==> config.mk <==
export PLATFORM = sky130hd
export DESIGN_NAME = nhb_queue
export DESIGN_NICKNAME = d
export VERILOG_FILES = /design/src/hw/rtl/nhb_pkg.sv /design/src/hw/rtl/nhb_queue.sv
export SDC_FILE = /design/constraint.sdc
export NUM_CORES = 1
export LEC_CHECK = 0
export ABC_CLOCK_PERIOD_IN_PS = 6790
export BUFFER_PORTS_ARGS = -buffer_cell sky130_fd_sc_hd__buf_2
export CAP_MARGIN = 5
export CORE_MARGIN = 3
export CORE_UTILIZATION = 30
export CTS_CLUSTER_SIZE = 16
export DETAILED_ROUTE_END_ITERATION = 10
export SLEW_MARGIN = 40
export SYNTH_ARGS = -nofsm -noshare
export SYNTH_HDL_FRONTEND = slang
export SYNTH_SLANG_ARGS = --single-unit
==> constraint.sdc <==
create_clock -name clk -period 6.79 [get_ports clk]
set_clock_uncertainty 0.05 [all_clocks]
set_input_delay 1.358 -clock clk [delete_from_list [all_inputs] [get_ports clk]]
set_output_delay 1.358 -clock clk [all_outputs]
set_load 0.1 [all_outputs]
==> src/hw/rtl/nhb_pkg.sv <==
// ----------------------------------------------------------------------------
// nhb_pkg
// Shared types and constants of the network Hessian block builder: field
// widths, the classified pair item, queue status and the back-end states.
// ----------------------------------------------------------------------------
`default_nettype none

package nhb_pkg;

  localparam int NODE_W    = 10;
  localparam int COORD_W   = 32;
  localparam int MAG_W     = 32;
  localparam int PROD_W    = 2 * MAG_W;
  localparam int DSQ_W     = PROD_W + 2;
  localparam int ENTRY_W   = 40;
  localparam int N_ENTRIES = 6;
  localparam int Q_BITS    = 32;

  localparam int QUEUE_DEPTH = 2;
  localparam int QPTR_W      = $clog2(QUEUE_DEPTH);
  localparam int QCNT_W      = $clog2(QUEUE_DEPTH + 1);

  // Axis pair of each symmetric entry, order xx, xy, xz, yy, yz, zz.
  localparam logic [1:0] PAIR_A [N_ENTRIES] = '{2'd0, 2'd0, 2'd0, 2'd1, 2'd1, 2'd2};
  localparam logic [1:0] PAIR_B [N_ENTRIES] = '{2'd0, 2'd1, 2'd2, 2'd1, 2'd2, 2'd2};

  typedef struct packed {
    logic [NODE_W-1:0]       row;
    logic [NODE_W-1:0]       col;
    logic [2:0][MAG_W-1:0]   mag;
    logic [2:0]              neg;
    logic                    active;
    logic                    zero;
    logic                    row_end;
  } nhb_item_t;

  typedef struct packed {
    logic valid;
    logic full;
  } nhb_qstat_t;

  typedef struct packed {
    logic [NODE_W-1:0]                  row;
    logic [NODE_W-1:0]                  col;
    logic [N_ENTRIES-1:0][ENTRY_W-1:0]  entry;
    logic                               degen;
    logic                               last;
  } nhb_result_t;

  typedef enum logic [2:0] {
    BK_IDLE,
    BK_MUL,
    BK_SUM,
    BK_DIV,
    BK_ACC,
    BK_OFF,
    BK_DIAG
  } nhb_bk_state_t;

endpackage

`default_nettype wire

==> src/hw/rtl/nhb_queue.sv <==
// ----------------------------------------------------------------------------
// nhb_queue
// Short FIFO of classified items between the front and the back end.
// ----------------------------------------------------------------------------
`default_nettype none

module nhb_queue
  import nhb_pkg::*;
(
  input  wire logic clk,
  input  wire logic rst_n,
  input  wire logic push,
  input  nhb_item_t wr_item,
  input  wire logic pop,
  output nhb_item_t rd_item,
  output nhb_qstat_t stat
);

  nhb_item_t         entry_r [QUEUE_DEPTH];
  logic [QPTR_W-1:0] wr_ptr_r;
  logic [QPTR_W-1:0] rd_ptr_r;
  logic [QCNT_W-1:0] count_r;

  always_ff @(posedge clk) begin
    if (!rst_n) begin
      wr_ptr_r <= '0;
      rd_ptr_r <= '0;
      count_r  <= '0;
    end else begin
      if (push) begin
        wr_ptr_r <= (wr_ptr_r == QPTR_W'(QUEUE_DEPTH - 1)) ? '0 : wr_ptr_r + QPTR_W'(1);
      end
      if (pop) begin
        rd_ptr_r <= (rd_ptr_r == QPTR_W'(QUEUE_DEPTH - 1)) ? '0 : rd_ptr_r + QPTR_W'(1);
      end
      if (push && !pop) begin
        count_r <= count_r + QCNT_W'(1);
      end else if (pop && !push) begin
        count_r <= count_r - QCNT_W'(1);
      end
    end
  end

  always_ff @(posedge clk) begin
    if (push) begin
      entry_r[wr_ptr_r] <= wr_item;
    end
  end

  assign rd_item    = entry_r[rd_ptr_r];
  assign stat.valid = (count_r != '0);
  assign stat.full  = (count_r == QCNT_W'(QUEUE_DEPTH));

endmodule

`default_nettype wire

==> summary.txt, run 1 <==
Chip Height: 183 um
Slew HR: 53.7%
Static Leak: 4.61 nW
Final hold violation count: 0
Utilization after layout: 38.9%
Syn_nets: 529
Yosys cell types: 19
VDD IR max: 0.217 mV
Worst setup SP type: flop
Antenna diodes: 0
Cell Chain, Critical Path: buf_4, mux2_2, buf_2
PnR worst setup slack: 2.86 ns
Final min period: 3.93 ns
Clock Tree Root: clkbuf_16
Grt total ovfl: 0
DP Area: 11,100 um^2
First-pass GRT wire length: 27,300 um
Total CTS buffers: 26
Seq cells post-synth: 249
Top Family by Delay on Critical Path: buffers and inverters
Final period util: 57.9%
Initial antenna violation count: 1
Number of buffers added on ports: 249
CTS Buffer Depth: 3
Vias: 4,607
Top post-synthesis cells by area: edfxtp_1 (78%), mux2_4 (13%), mux2_2 (5.1%)
Worst Setup End Kind: primary output
Clk sink count: 249
Run status: finished, final reports clean
Die Area: 33,300 um^2
Post-route ant nets: 0
Synth Area per Inst: 23.3 um^2
Cts repair resizes: 0
Initial core utilization: 30.5%
Cell taking the most area after synthesis: edfxtp_1
DRC: 0
Initial DRC Count: 256
RSZ-0062 raised after global routing: false
Mapped cell area: 9360 um^2
Reg2reg setup slack: 4.81 ns
CTS H-tree depth: 1
R2R Path End: entry_r[1][29]
Max-cap violations: 0
Crit path max fanout: 33
# nets final: 801
RD Place Congestion: 0.692
GRT Util Overall: 10.4%
IO Pins: 250
Slew Limit Fails: 0
CP peak stage delay: 0.68 ns
Min-Delay Path Class: reg2reg
DP Wirelength: 12,400 um
Pwr/cell area: 341 nW/um^2
Fmax: 254 MHz
Slowest cell on crit path: dfxtp_4
Worst hold margin: 0.471 ns
Post-cts hold buffer count: 0
Ys Warns: 0
DR vias/cell: 4.23
FF-to-FF path depth: 3
CORE AREA: 30,700 um^2
CP bufs+invs: 2
Share of cells above drive strength 1: 60.5%
Worst EP required: 5.38 ns
Seq/Total Area, Yosys: 79.4%
Clock Pin Slew Worst Setup and Hold Paths: 0.06 ns
Hold path startpoint: count_r[1]
Total Wirelength: 18,200 um
Hold Path Cell Cnt: 2
Reg2Reg Launch Point: wr_ptr_r
Vias in the first global route: 4,828
Routed len/inst: 16.7 um
Die width: 183 um
Layout area overhead: 27.6%
Detailed Routing Iterations Pass 1: 4
Worst-Skew Late Latency: 0.52 ns
Arrival time worst endpoint: 2.52 ns
# Post-CTS Setup Buffers: 0
Setup WS pre-CTS: 3.32 ns
Crit path kind: reg2out
Number of fill cells: 2,827
Largest net degree at the start of global routing: 72
Synth top area share: 78.3%
Slew @ Worst Pin: 0.695 ns
Cell count after synthesis: 402
Final setup viols: 0
Post-route setup TNS: 0 ns
FP Rows: 64
Design Area, Final: 11,900 um^2
TritonCTS clock tree: built
Hold endpoint: count_r[1]
==> stage by stage <==
stage | instances | total power [mW]
floorplan | 402 | 2.61
global placement | 1038 | 2.73
detailed placement | 1042 | 2.75
CTS | 1088 | 4.14
global route | 1088 | 4.22
finish | 1088 | 4.08
==> power by group <==
part           internal, mW  total [mW]  switching, mW  leakage (nW)
clock                 0.829        1.37          0.544         0.411
combinational         0.195       0.897          0.703          1.87
sequential             1.78        1.81         0.0285          2.33
==> Yosys cell counts (all sizes together) <==
master    n
a21boi    1
and2      4
and2b     1
buf      14
dfxtp     5
edfxtp  244
ha        1
inv       1
mux2    122
nor2b     2
o21a      1
o21ai     1
or2       1
or3       1
xnor2     1
xor2      2
==> worst max-delay path by stage <==
stage	slack, ns	cells after the start	startpoint	endpoint
floorplan	1.74	1	push	entry_r[0][0]
global placement	2.88	3	flop	rd_item[116]
detailed placement	3.32	3	flop	rd_item[111]
CTS	2.74	3	flop	rd_item[111]
global route	2.71	3	flop	rd_item[111]
finish	2.86	3	flop	rd_item[111]
==> per-layer routing <==
layer	vias up	track usage (%)	wire length (um)
met3	33	3.53	1730
met1	2254	13.8	7570
met4	2	2.99	410
li1	2143	-	-
met2	175	16.3	8440
met5	-	0	20
==> sequential cells by signal (all words and copies together) (netlist names), named ones only <==
register,flops
wr_ptr_r,1
entry_r,244
rd_ptr_r,1
count_r,2
==> logic make-up (layout without fill, tap and decap cells) <==
logic type	Yosys count	in the layout	synth area share [%]
buffers and inverters	15	305	1.50
flip-flops	249	249	79.4
AND/OR/NAND/NOR	9	9	0.615
multiplexers	122	122	17.9
adder cells (fa/ha/maj)	1	1	0.134
XOR/XNOR	3	3	0.281
AO/OA/AOI/OAI	3	3	0.214
==> worst reg2reg max path: stages (launching register included) <==
cell     delay, ns
dfxtp_1       0.39
and2_4        0.28
buf_12        0.24
buf_4         0.58
==> cells in the final DEF, fill, tap and decap left out, drive strengths merged <==
cell type  instances
buf              258
edfxtp           244
mux2             122
clkbuf            29
clkinv            14
dfxtp              5
and2               4
bufinv             3
xor2               2
nor2b              2
or2                1
and2b              1
inv                1
xnor2              1
o21a               1
o21ai              1
or3                1
a21boi             1
ha                 1
==> cell type report <==
class                      instances  area [um^2]  area share (%)
sequential                       249         7430            62.2
multi-input combinational        138         1800            15.1
timing repair buffer             258         1370            11.5
clock buffer                      29          683            5.72
tap                              396          495            4.15
clock inverter                    17          153            1.28
inverter                           1         3.75          0.0314
No activity file was read; power rests on OpenSTA's default activity.
==> run 2: changes to the inputs <==
--- a/config.mk
+++ b/config.mk
@@ -5,7 +5,7 @@
 export SDC_FILE = /design/constraint.sdc
 export NUM_CORES = 1
 export LEC_CHECK = 0
-export ABC_CLOCK_PERIOD_IN_PS = 6790
+export ABC_CLOCK_PERIOD_IN_PS = 3200
 export BUFFER_PORTS_ARGS = -buffer_cell sky130_fd_sc_hd__buf_2
 export CAP_MARGIN = 5
 export CORE_MARGIN = 3
==> constraint.sdc (replaced) <==
create_clock -name clk -period 3.2 [get_ports clk]
set_clock_uncertainty 0.05 [all_clocks]
set_input_delay 0.64 -clock clk [delete_from_list [all_inputs] [get_ports clk]]
set_output_delay 0.64 -clock clk [all_outputs]
set_load 0.1 [all_outputs]
==> run 2 against run 1 <==
Against the previous run: sequential power is 110% higher; worst hold slack got worse by 0.23 ns; largest power group unchanged; wire length is 2.2% higher; die area stayed put; highest routed layer unchanged; core utilization rose by 0.19 points.
==> summary.txt, run 2 (synthesized netlist as in run 1, its figures left out) <==
Min-Delay Path Class: in2reg
Share of cells above drive strength 1: 60.8%
Cell Chain, Critical Path: buf_4, mux2_2, buf_2
Comb pwr share: 21.6%
Slew @ Worst Pin: 0.717 ns
Die Area: 33,300 um^2
Largest net degree at the start of global routing: 108
Sequential share of power: 43.1%
DP Wirelength: 12,200 um
Clock network power share: 35.3%
Slowest cell on crit path: dfxtp_4
Vias in the first global route: 4,931
Chip Height: 183 um
Initial DRC Count: 191
Crit path max fanout: 25
Routed len/inst: 17.1 um
Post-route ant nets: 0
Layout area overhead: 28.2%
Detailed Routing Iterations Pass 1: 4
Static Leak: 4.63 nW
# Post-CTS Setup Buffers: 0
Grt total ovfl: 0
Worst setup SP type: flop
CP bufs+invs: 2
Fmax: 347 MHz
Final period util: 90.2%
Clock Pin Slew Worst Setup and Hold Paths: 0.06 ns
Cts repair resizes: 0
Commonest cells after routing, fill and taps aside: buf_2 (249), edfxtp_1 (244), mux2_4 (80)
Arrival time worst endpoint: 2.20 ns
Antenna diodes: 0
Design Area, Final: 12,000 um^2
CTS Buffer Depth: 3
Switching pwr: 2.75 mW
# nets final: 801
Leading cell type in the layout, fill and taps excluded: buf_2
GRT Util Overall: 10.7%
Slew HR: 52.2%
RSZ-0062 raised after global routing: false
Post-cts hold buffer count: 0
Area occupied by multi-input gates: 1800 um^2
Switching power share of the total: 31.0%
Pwr/cell area: 740 nW/um^2
Non-filler cells, final: 1,088
CORE AREA: 30,700 um^2
Final min period: 2.89 ns
RD Place Congestion: 0.692
Regs by FF count: entry_r: 244 flops, count_r: 2 flops
Cell total after placement: 1,041
Post-route setup TNS: 0 ns
First-pass GRT wire length: 28,100 um
Sequential cell area: 7430 um^2
Number of fill cells: 2,809
Top Family by Delay on Critical Path: buffers and inverters
Total Wirelength: 18,600 um
CP peak stage delay: 0.56 ns
CTS H-tree depth: 1
Total CTS buffers: 27
Worst-Skew Late Latency: 0.53 ns
Number of buffers added on ports: 249
Worst EP required: 2.51 ns
Initial core utilization: 30.5%
IO Pins: 250
Initial antenna violation count: 3
Clock Tree Root: clkbuf_16
Worst Setup End Kind: primary output
DR vias/cell: 4.27
Run status: finished, final reports clean
Top reg by flops: entry_r
Vias: 4,648
Max-cap violations: 0
VDD IR max: 0.381 mV
Clk sink count: 249
DRC: 0
DP Area: 11,100 um^2
FP Rows: 64
Reg2reg setup slack: 1.52 ns
TritonCTS clock tree: built
Final hold violation count: 0
Tot Pwr: 8.88 mW
Int Power: 6.13 mW
Final setup viols: 0
Max reg flops: 244
Die width: 183 um
Slew Limit Fails: 0
Crit path kind: reg2out
-- run 2: path summary, 6_finish.rpt --
path | start | end | cells after the start
min | wr_item[8] | entry_r[1][8] | 1
min reg2reg | count_r[1] | count_r[1] | 2
max | flop | rd_item[121] | 3
max reg2reg | wr_ptr_r | entry_r[1][83] | 2
-- run 2: area by class of cell --
type	count	share of cell area [%]
inverters	1	0.0313
clock inverters	15	1.68
clock buffers	32	5.79
multi-input cells	138	15.0
flip-flops and latches	249	61.9
repair buffers	257	11.4
well taps	396	4.13
-- run 2: power by group through the flow --
| stage | logic [mW] | registers (mW) | clock network [mW] |
|---|---|---|---|
| 2_1_floorplan | 1.65 | 3.88 | 0 |
| 3_3_place_gp | 1.92 | 3.89 | 0 |
| 3_5_place_dp | 1.94 | 3.89 | 0 |
| 4_1_cts | 1.94 | 3.83 | 3.25 |
| 5_1_grt | 1.98 | 3.84 | 3.40 |
| 6_report | 1.92 | 3.82 | 3.14 |
-- run 2: worst reg2reg max path, delay by kind of cell, from the launching register on --
family	cells	cell delay [ns]
buf+inv	1	0.32
flops	1	0.38
simple gates	1	0.53
-- run 2: per-stage QoR --
stage          setup WS [ns]  utilization, %  hold slack [ns]
6_report               0.315            39.1            0.246
5_1_grt                0.196            39.1            0.213
4_1_cts                0.248            39.1            0.209
3_5_place_dp           0.838            36.2            0.464
3_3_place_gp           0.875            36.2            0.444
2_1_floorplan          0.233               -            0.419
-- run 2: routing by layer --
metal  track usage, %  share of wire (%)  up-vias
met4             3.17                2.3        6
met1             13.5                 40     2279
met3             3.53                9.1       41
li1                 -                  -     2145
met2             17.6                 48      177
met5                0               0.18        -
