==> src/hw/rtl/nhb_pkg.sv <==
// ----------------------------------------------------------------------------
// nhb_pkg
// Shared types and constants of the network Hessian block builder: field
// widths, the classified pair item, queue status and the back-end states.
// ----------------------------------------------------------------------------
`default_nettype none

package nhb_pkg;

  localparam int NODE_W    = 10;
  localparam int COORD_W   = 32;
  localparam int MAG_W     = 32;
  localparam int PROD_W    = 2 * MAG_W;
  localparam int DSQ_W     = PROD_W + 2;
  localparam int ENTRY_W   = 40;
  localparam int N_ENTRIES = 6;
  localparam int Q_BITS    = 32;

  localparam int QUEUE_DEPTH = 2;
  localparam int QPTR_W      = $clog2(QUEUE_DEPTH);
  localparam int QCNT_W      = $clog2(QUEUE_DEPTH + 1);

  // Axis pair of each symmetric entry, order xx, xy, xz, yy, yz, zz.
  localparam logic [1:0] PAIR_A [N_ENTRIES] = '{2'd0, 2'd0, 2'd0, 2'd1, 2'd1, 2'd2};
  localparam logic [1:0] PAIR_B [N_ENTRIES] = '{2'd0, 2'd1, 2'd2, 2'd1, 2'd2, 2'd2};

  typedef struct packed {
    logic [NODE_W-1:0]       row;
    logic [NODE_W-1:0]       col;
    logic [2:0][MAG_W-1:0]   mag;
    logic [2:0]              neg;
    logic                    active;
    logic                    zero;
    logic                    row_end;
  } nhb_item_t;

  typedef struct packed {
    logic valid;
    logic full;
  } nhb_qstat_t;

  typedef struct packed {
    logic [NODE_W-1:0]                  row;
    logic [NODE_W-1:0]                  col;
    logic [N_ENTRIES-1:0][ENTRY_W-1:0]  entry;
    logic                               degen;
    logic                               last;
  } nhb_result_t;

  typedef enum logic [2:0] {
    BK_IDLE,
    BK_MUL,
    BK_SUM,
    BK_DIV,
    BK_ACC,
    BK_OFF,
    BK_DIAG
  } nhb_bk_state_t;

endpackage

`default_nettype wire

==> src/hw/rtl/nhb_front.sv <==
// ----------------------------------------------------------------------------
// nhb_front
// Classifies one node pair: forms the exact coordinate differences, splits
// them into magnitude and sign, and flags active, coincident and row-end.
// ----------------------------------------------------------------------------
`default_nettype none

module nhb_front
  import nhb_pkg::*;
#(
  parameter int MAX_NODES = 1024
) (
  input  wire logic [NODE_W-1:0]         row_node,
  input  wire logic [NODE_W-1:0]         col_node,
  input  wire logic signed [COORD_W-1:0] first_x,
  input  wire logic signed [COORD_W-1:0] first_y,
  input  wire logic signed [COORD_W-1:0] first_z,
  input  wire logic signed [COORD_W-1:0] second_x,
  input  wire logic signed [COORD_W-1:0] second_y,
  input  wire logic signed [COORD_W-1:0] second_z,
  input  wire logic                      linked,
  input  wire logic                      row_end,
  output nhb_item_t                      item,
  output logic                           keep
);

  logic [2:0][COORD_W-1:0] pos_a;
  logic [2:0][COORD_W-1:0] pos_b;
  logic [COORD_W:0]        diff [3];
  logic [COORD_W:0]        absd [3];
  logic                    in_range;

  assign pos_a = {first_z, first_y, first_x};
  assign pos_b = {second_z, second_y, second_x};

  always_comb begin
    for (int k = 0; k < 3; k++) begin
      diff[k] = {pos_a[k][COORD_W-1], pos_a[k]} - {pos_b[k][COORD_W-1], pos_b[k]};
      absd[k] = diff[k][COORD_W] ? (~diff[k] + 1'b1) : diff[k];
      // magnitude never exceeds 2^32 - 1
      item.mag[k] = absd[k][MAG_W-1:0];
      item.neg[k] = diff[k][COORD_W];
    end
  end

  assign in_range     = (32'(row_node) < MAX_NODES) && (32'(col_node) < MAX_NODES);
  assign item.row     = row_node;
  assign item.col     = col_node;
  assign item.active  = linked && (row_node != col_node) && in_range;
  assign item.zero    = (item.mag == '0);
  assign item.row_end = row_end;

  // drop pairs that cause no result
  assign keep = item.active || row_end;

endmodule

`default_nettype wire

==> config.mk <==
export PLATFORM = sky130hd
export DESIGN_NAME = nhb_front
export DESIGN_NICKNAME = d
export VERILOG_FILES = /design/src/hw/rtl/nhb_pkg.sv /design/src/hw/rtl/nhb_front.sv
export SDC_FILE = /design/constraint.sdc
export NUM_CORES = 1
export LEC_CHECK = 0
export BUFFER_PORTS_ARGS = -buffer_cell sky130_fd_sc_hd__buf_4
export CORE_UTILIZATION = 54
export DETAILED_ROUTE_END_ITERATION = 16
export PLACE_DENSITY = 0.94
export RECOVER_POWER = 25
export REMOVE_ABC_BUFFERS = 1
export SLEW_MARGIN = 20
export SYNTH_ARGS = -nofsm -noshare
export SYNTH_HDL_FRONTEND = slang
export SYNTH_SLANG_ARGS = --single-unit
==> constraint.sdc <==
create_clock -name vclk -period 13.57
set_clock_uncertainty 0.2 [all_clocks]
set_input_delay 4.071 -clock vclk [all_inputs]
set_output_delay 4.071 -clock vclk [all_outputs]
set_load 0.02 [all_outputs]
==> results of run 1 <==
[metal layers]
metal,GRT usage,wire length (um)
met5,0,0
met4,0.150,1640
met3,0.0526,3080
met2,0.659,17300
met1,0.408,13900
[through the flow]
stage               cell area [um2]  setup WS, ns  TNS (ns)  std cells  hold WS [ns]
global route                  12300      -0.00610  -0.00610       2024          8.22
global placement              12400         0.439         0       2022          8.15
finish                        12300         0.295         0       2024          8.22
detailed placement            12400         0.284         0       2022          8.15
floorplan                      9440        0.0110         0       1443          7.94
CTS                           12400         0.284         0       2022          8.15
[worst paths after layout]
check / startpoint / endpoint / cells after the start
worst min-delay path: col_node[2] / item[104] / 2
worst max-delay path: first_y[0] / item[1] / 18
[report_power, final]
group | internal [W] | switching (W) | total (W) | leakage, nW
sequential | 0 | 0 | 0 | 0
combinational | 0.000398 | 0.000636 | 0.00103 | 5.69
clock | 0 | 0 | 0 | 0
total | 0.000398 | 0.000636 | 0.00103 | 5.69
[logic make-up (layout without fill, tap and decap cells)]
kind of cell / Yosys count / count (layout) / share of synthesized area
AND/OR/NAND/NOR: 559 / 559 / 0.295
adder cells (fa/ha/maj): 102 / 102 / 0.132
multiplexers: 8 / 8 / 0.00851
buffers and inverters: 209 / 481 / 0.0907
AO/OA/AOI/OAI: 482 / 482 / 0.329
XOR/XNOR: 163 / 163 / 0.145
[worst max-delay path: cells and delay by family]
kind	cells	cell delay, ns
AO/OA/AOI/OAI	3	0.67
adder cells (fa/ha/maj)	2	0.62
XOR/XNOR	2	0.38
AND/OR/NAND/NOR	8	2.91
buffers and inverters	3	0.31
[final cells by class]
| class | instances | area [um2] |
|---|---|---|
| Inverter | 129 | 484 |
| Fill cell | 1617 | 5620 |
| Multi-Input combinational cell | 1314 | 8970 |
| Tap cell | 229 | 287 |
| Timing Repair Buffer | 352 | 2540 |
[cell usage in the layout (no fill, tap or decap), types with 7 or more instances in the layout]
master	netlist	layout
sky130_fd_sc_hd__buf_4	22	325
sky130_fd_sc_hd__a21oi_1	143	143
sky130_fd_sc_hd__nand2_1	137	137
sky130_fd_sc_hd__nor2_1	133	133
sky130_fd_sc_hd__inv_1	127	127
sky130_fd_sc_hd__ha_1	99	99
sky130_fd_sc_hd__xnor2_1	91	91
sky130_fd_sc_hd__o21ai_0	83	83
sky130_fd_sc_hd__xor2_1	72	72
sky130_fd_sc_hd__nor3_1	42	42
sky130_fd_sc_hd__a21o_1	40	40
sky130_fd_sc_hd__nand3_1	36	36
sky130_fd_sc_hd__nand4_1	32	32
sky130_fd_sc_hd__clkbuf_1	39	27
sky130_fd_sc_hd__a211oi_1	22	22
sky130_fd_sc_hd__o21a_1	18	18
sky130_fd_sc_hd__nand2b_1	18	18
sky130_fd_sc_hd__o211ai_1	18	18
sky130_fd_sc_hd__or3_1	18	18
sky130_fd_sc_hd__a31oi_1	17	17
sky130_fd_sc_hd__and2_1	17	17
sky130_fd_sc_hd__o31ai_1	15	15
sky130_fd_sc_hd__nor4_1	16	15
sky130_fd_sc_hd__and3_1	14	14
sky130_fd_sc_hd__nor2b_1	12	12
sky130_fd_sc_hd__or2_2	12	12
sky130_fd_sc_hd__and4_1	11	11
sky130_fd_sc_hd__nor4b_1	10	10
sky130_fd_sc_hd__nor3b_1	10	10
sky130_fd_sc_hd__a311oi_1	9	9
sky130_fd_sc_hd__or4_1	8	8
sky130_fd_sc_hd__o2111ai_1	8	8
sky130_fd_sc_hd__o21bai_1	7	7
sky130_fd_sc_hd__nand3b_1	7	7
sky130_fd_sc_hd__a21boi_0	7	7
sky130_fd_sc_hd__a41oi_1	7	7
[synth_stat cells, types with 18 or more instances]
| library cell | n | area, um2 |
|---|---|---|
| sky130_fd_sc_hd__a21oi_1 | 143 | 716 |
| sky130_fd_sc_hd__nand2_1 | 137 | 514 |
| sky130_fd_sc_hd__nor2_1 | 133 | 499 |
| sky130_fd_sc_hd__inv_1 | 127 | 477 |
| sky130_fd_sc_hd__ha_1 | 99 | 1240 |
| sky130_fd_sc_hd__xnor2_1 | 91 | 797 |
| sky130_fd_sc_hd__o21ai_0 | 83 | 415 |
| sky130_fd_sc_hd__xor2_1 | 72 | 631 |
| sky130_fd_sc_hd__nor3_1 | 42 | 210 |
| sky130_fd_sc_hd__a21o_1 | 40 | 300 |
| sky130_fd_sc_hd__clkbuf_1 | 39 | 146 |
| sky130_fd_sc_hd__nand3_1 | 36 | 180 |
| sky130_fd_sc_hd__nand4_1 | 32 | 200 |
| sky130_fd_sc_hd__a211oi_1 | 22 | 165 |
| sky130_fd_sc_hd__buf_4 | 22 | 165 |
| sky130_fd_sc_hd__nand2b_1 | 18 | 113 |
| sky130_fd_sc_hd__o211ai_1 | 18 | 135 |
| sky130_fd_sc_hd__o21a_1 | 18 | 135 |
| sky130_fd_sc_hd__or3_1 | 18 | 113 |
[timing repair]
| action | CTS | global route |
|---|---|---|
| gates resized for setup | 0 | 1 |
| buffers inserted | 0 | 2 |
| endpoints found under the setup margin | 0 | 1 |
==> parameters.txt, run 1 <==
Parameter                              Value

Status
  Status ... complete, no violations

STA
  Maximum achievable frequency ... around 75 MHz
  Fin. Hold Viols ... 0
  Final setup violation count ... 0
  Max-slew violation count ... 0
  Relative slew slack ... 0.297
  Ratio of final minimum period to clock period ... 0.978
  Slew at the pin closest to its max-slew limit ... ~1.0 ns
  Post-route minimum period ... about 13 ns

Final layout
  Post-layout util ... 0.686
  Number of nets in the layout ... 2113
  Proportion of layout cells with a drive suffix above 1 ... 0.205
  Number of sequential storage elements ... 0
  Layout clock buffers ... 0
  Area used by sequential logic in the layout ... 0 um2
  Area grow syn2layout ... 24.7%
  Antenna cell count ... 0

Floorplanning
  Overall die height ... roughly 140 um
  Die Wd ... 137 um
  Core region area ... 17900 um2
  Row Count ... 49
  Boundary pin count ... 337
  Die footprint ... roughly 19000 um2
  Initial Util ... 0.550

Synth
  Netlist cell types ... 96
  Syn. warnings ... 0
  Mapped Area ... 9850 um2
  Mapped Avg Cell Area ... approximately 6.5 um2
  Sequential-to-total area share from yosys stat ... 0
  Gate count after technology mapping ... 1523

Flow run
  Max-cap violations ... 0

Critical path
  Data arrival at the endpoint of the critical path ... around 9.0 ns
  Type of destination of the critical path ... primary output
  Category of the most critical setup path ... primary input to primary output
  Slowest library cell on the worst path ... sky130_fd_sc_hd__or4_1
  Worst path cell trace ... buf_4, inv_1, ha_1, fa_1, nand2b_1, a21oi_1, o21ai_1, xnor2_1, or4b_4, or4_1, or3_1, o31ai_1, xor2_1, nor2_1, nand3_1, or4b_1, nor4_2, buf_4
  Top fanout value on the critical path ... 7
  Critical path startpoint category ... primary input
  Critical Path Max Stage Delay ... 0.67 ns
  Most common cell type on the critical path ... sky130_fd_sc_hd__buf_4
  Critical Path RT ... 9.30 ns

Power and ir drop
  Worst-case vdd ir drop ... 0.000108 V
  Cell area power density ... 84.3 nW/um2
  Post-route total power ... 0.00103 W
  Static leakage ... 5.69 nW

Detailed routing
  DRT Pass-1 Iters ... 5
  Remaining routing DRC violations ... 0
  Number of vias per cell after detailed routing ... 6.20
  Number of DRC violations after detailed-routing iteration 0 ... 886
  Average detailed-routed wire length per instance ... 17.7 um
  Overall routed net length ... 35900 um
  Total via count in the routed design ... 12.5k
  Post-route ant nets ... 0

Hold path
  Worst hold path type ... primary input to primary output

GRT
  Total GRT Usage ... 0.359
  Global-route wire length before repair ... 54400 um
  Pin count of the biggest net entering global routing ... 27
  Number of antenna violations at the first check in global routing ... 0
  Global route total overflow ... 0
  Vias in the first global route ... 11.4k

CTS
  Count of hold-fix buffers inserted at cts ... 0

Placed design
  Port Buf Inserts ... 337
  DP Wirelength ... approximately 31000 um
  Routability Congestion ... a little over 1
Power figures use the tool's default switching activity.
==> run 2: changes to the inputs <==
CELL_PAD_IN_SITES_DETAIL_PLACEMENT = 1   (was default)
CELL_PAD_IN_SITES_GLOBAL_PLACEMENT = 1   (was default)
CORE_UTILIZATION = 37   (was 54)
PLACE_DENSITY = 0.95   (was 0.94)
SLEW_MARGIN = default   (was 20)
==> run 2 against run 1 <==
Effect of this change:
- design area rose by 2.0%
- die area up 45%
- total power is 3.3% higher
- maximum frequency up 0.13%
- via count grew 1.4%
- combinational power is 4% higher
- final cell count up 5.7%
- critical path type unchanged
- highest routed layer unchanged
==> parameters.txt, run 2 (same netlist as run 1, synthesis figures left out) <==
Parameter                              Value

Status
  Status ... complete, no violations

Placed design
  Port Buf Inserts ... 337
  # placed instances ... 2137
  Placed inst area ... around 13000 um2
  Routability Congestion ... 0.939
  DP Wirelength ... 37600 um

Detailed routing
  Overall routed net length ... 42800 um
  DRT Pass-1 Iters ... 5
  Average detailed-routed wire length per instance ... 20.0 um
  Post-route ant nets ... 0
  Number of DRC violations after detailed-routing iteration 0 ... 619
  Remaining routing DRC violations ... 0
  Total via count in the routed design ... 12.7k
  Number of vias per cell after detailed routing ... 5.94

Final layout
  Number of nets in the layout ... 2122
  Final std cells w/o fill ... 2140
  Area used by sequential logic in the layout ... 0 um2
  Layout clock buffers ... 0
  Number of sequential storage elements ... 0
  Non-Filler Cell Area, Final ... about 13000 um2
  Proportion of layout cells with a drive suffix above 1 ... 0.213
  Highest-count cells in the layout ignoring fill and taps ... 335 x sky130_fd_sc_hd__buf_4, 142 x sky130_fd_sc_hd__a21oi_1, 137 x sky130_fd_sc_hd__nand2_1
  Area grow syn2layout ... 27.2%
  Most common cell after layout, fill and taps aside ... sky130_fd_sc_hd__buf_4
  Post-layout util ... 0.481

STA
  Maximum achievable frequency ... 75.4 MHz
  Setup tns final ... 0 ns
  Post-route minimum period ... between 10 and 15 ns
  Slew at the pin closest to its max-slew limit ... 0.904 ns
  Final setup violation count ... 0
  Ratio of final minimum period to clock period ... 0.977
  Relative slew slack ... 0.394
  Worst hold-check slack ... 8.22 ns
  Setup repair after global routing missed its margin ... false
  Max-slew violation count ... 0
  Fin. Hold Viols ... 0

GRT
  Pin count of the biggest net entering global routing ... 34
  Vias in the first global route ... between 10k and 15k
  Number of antenna violations at the first check in global routing ... 1
  Total GRT Usage ... 0.302
  Global-route wire length before repair ... 66300 um
  Global route total overflow ... 0

Hold path
  Cell count of the worst hold path ... 2
  Beginning of the worst hold path ... row_node[0]
  Endpoint of the worst hold-timing path ... item[112]
  Worst hold path type ... primary input to primary output

Power and ir drop
  Internal power ... 0.000404 W
  Cell area power density ... 85.3 nW/um2
  Switching share of power ... 0.622
  Part of the power in the clock network ... 0
  Share of power burned in combinational logic ... 1.000
  Worst-case vdd ir drop ... 0.0000730 V
  Share of power burned in registers ... 0
  Static leakage ... roughly 5.8 nW
  P_sw ... 0.000664 W

Floorplanning
  Row Count ... 59
  Core region area ... roughly 26000 um2
  Die Wd ... around 170 um
  Initial Util ... 0.378
  Die footprint ... 27300 um2
  Overall die height ... 165 um
  Boundary pin count ... approximately 340

Critical path
  Critical Path RT ... 9.30 ns
  Category of the most critical setup path ... primary input to primary output
  Critical path startpoint category ... primary input
  Type of destination of the critical path ... primary output
  Data arrival at the endpoint of the critical path ... 8.99 ns
  Top fanout value on the critical path ... 5

Flow run
  Max-cap violations ... 0

CTS
  Count of hold-fix buffers inserted at cts ... 0
[run 2: cell types whose count changed in the layout (fill, tap and decap cells not counted), sizes merged]
cell	delta
buf	+10
clkbuf	-1
diode	+1
[run 2: stage by stage]
stage	setup WS [ns]	power [W]
2_1_floorplan	0.0110	0.000625
3_3_place_gp	0.264	0.00104
3_5_place_dp	0.129	0.00105
4_1_cts	0.113	0.00106
5_1_grt	0.0488	0.00114
6_report	0.313	0.00107
[run 2: final cells by class]
class / count / area [um2]
inverters: 129 / 484
repair buffers: 361 / 2610
fillers: 3495 / 13500
well taps: 335 / 419
diodes: 1 / 2.50
multi-input cells: 1314 / 9010
[run 2: layer usage]
metal	up-vias	GRT usage	share of wire
li1	6128	-	-
met1	6103	0.337	0.39
met2	406	0.570	0.50
met3	81	0.0447	0.069
met4	0	0.117	0.041
met5	-	0	0
[run 2: timing repair]
item / CTS / global route
resized for setup: 0 / 9
setup buffers: 0 / 2
setup endpoints to repair: 0 / 1
[run 2: power groups by stage]
stage	clock, W	sequential (W)	combinational, W
after floorplan	0	0	0.000625
after global placement	0	0	0.00104
after detailed placement	0	0	0.00105
after CTS	0	0	0.00106
after global routing	0.00000000000986	0	0.00114
final	0.00000000000987	0	0.00107
[run 2: worst max-delay path by stage]
| stage | from | slack [ns] | to |
|---|---|---|---|
| floorplan | first_x[0] | 0.01 | item[1] |
| global placement | first_z[0] | 0.26 | item[1] |
| detailed placement | first_x[0] | 0.13 | item[1] |
| CTS | first_x[0] | 0.11 | item[1] |
| global route | first_x[0] | 0.05 | item[1] |
| finish | first_x[0] | 0.31 | item[1] |
[run 2: worst max-delay path, cell delays in order]
cell and delay [ns]:
sky130_fd_sc_hd__buf_4 0.08, sky130_fd_sc_hd__inv_1 0.03, sky130_fd_sc_hd__ha_1 0.25, sky130_fd_sc_hd__fa_1 0.42, sky130_fd_sc_hd__nand2b_1 0.21, sky130_fd_sc_hd__a211oi_1 0.45, sky130_fd_sc_hd__o211ai_1 0.27, sky130_fd_sc_hd__a311oi_1 0.40
sky130_fd_sc_hd__xnor2_1 0.20, sky130_fd_sc_hd__nor4b_2 0.35, sky130_fd_sc_hd__nand3b_1 0.22, sky130_fd_sc_hd__nor3_1 0.33, sky130_fd_sc_hd__a41oi_1 0.18, sky130_fd_sc_hd__a221oi_1 0.31, sky130_fd_sc_hd__xor2_1 0.13, sky130_fd_sc_hd__or4b_1 0.57
sky130_fd_sc_hd__nor4_4 0.32, sky130_fd_sc_hd__buf_4 0.21
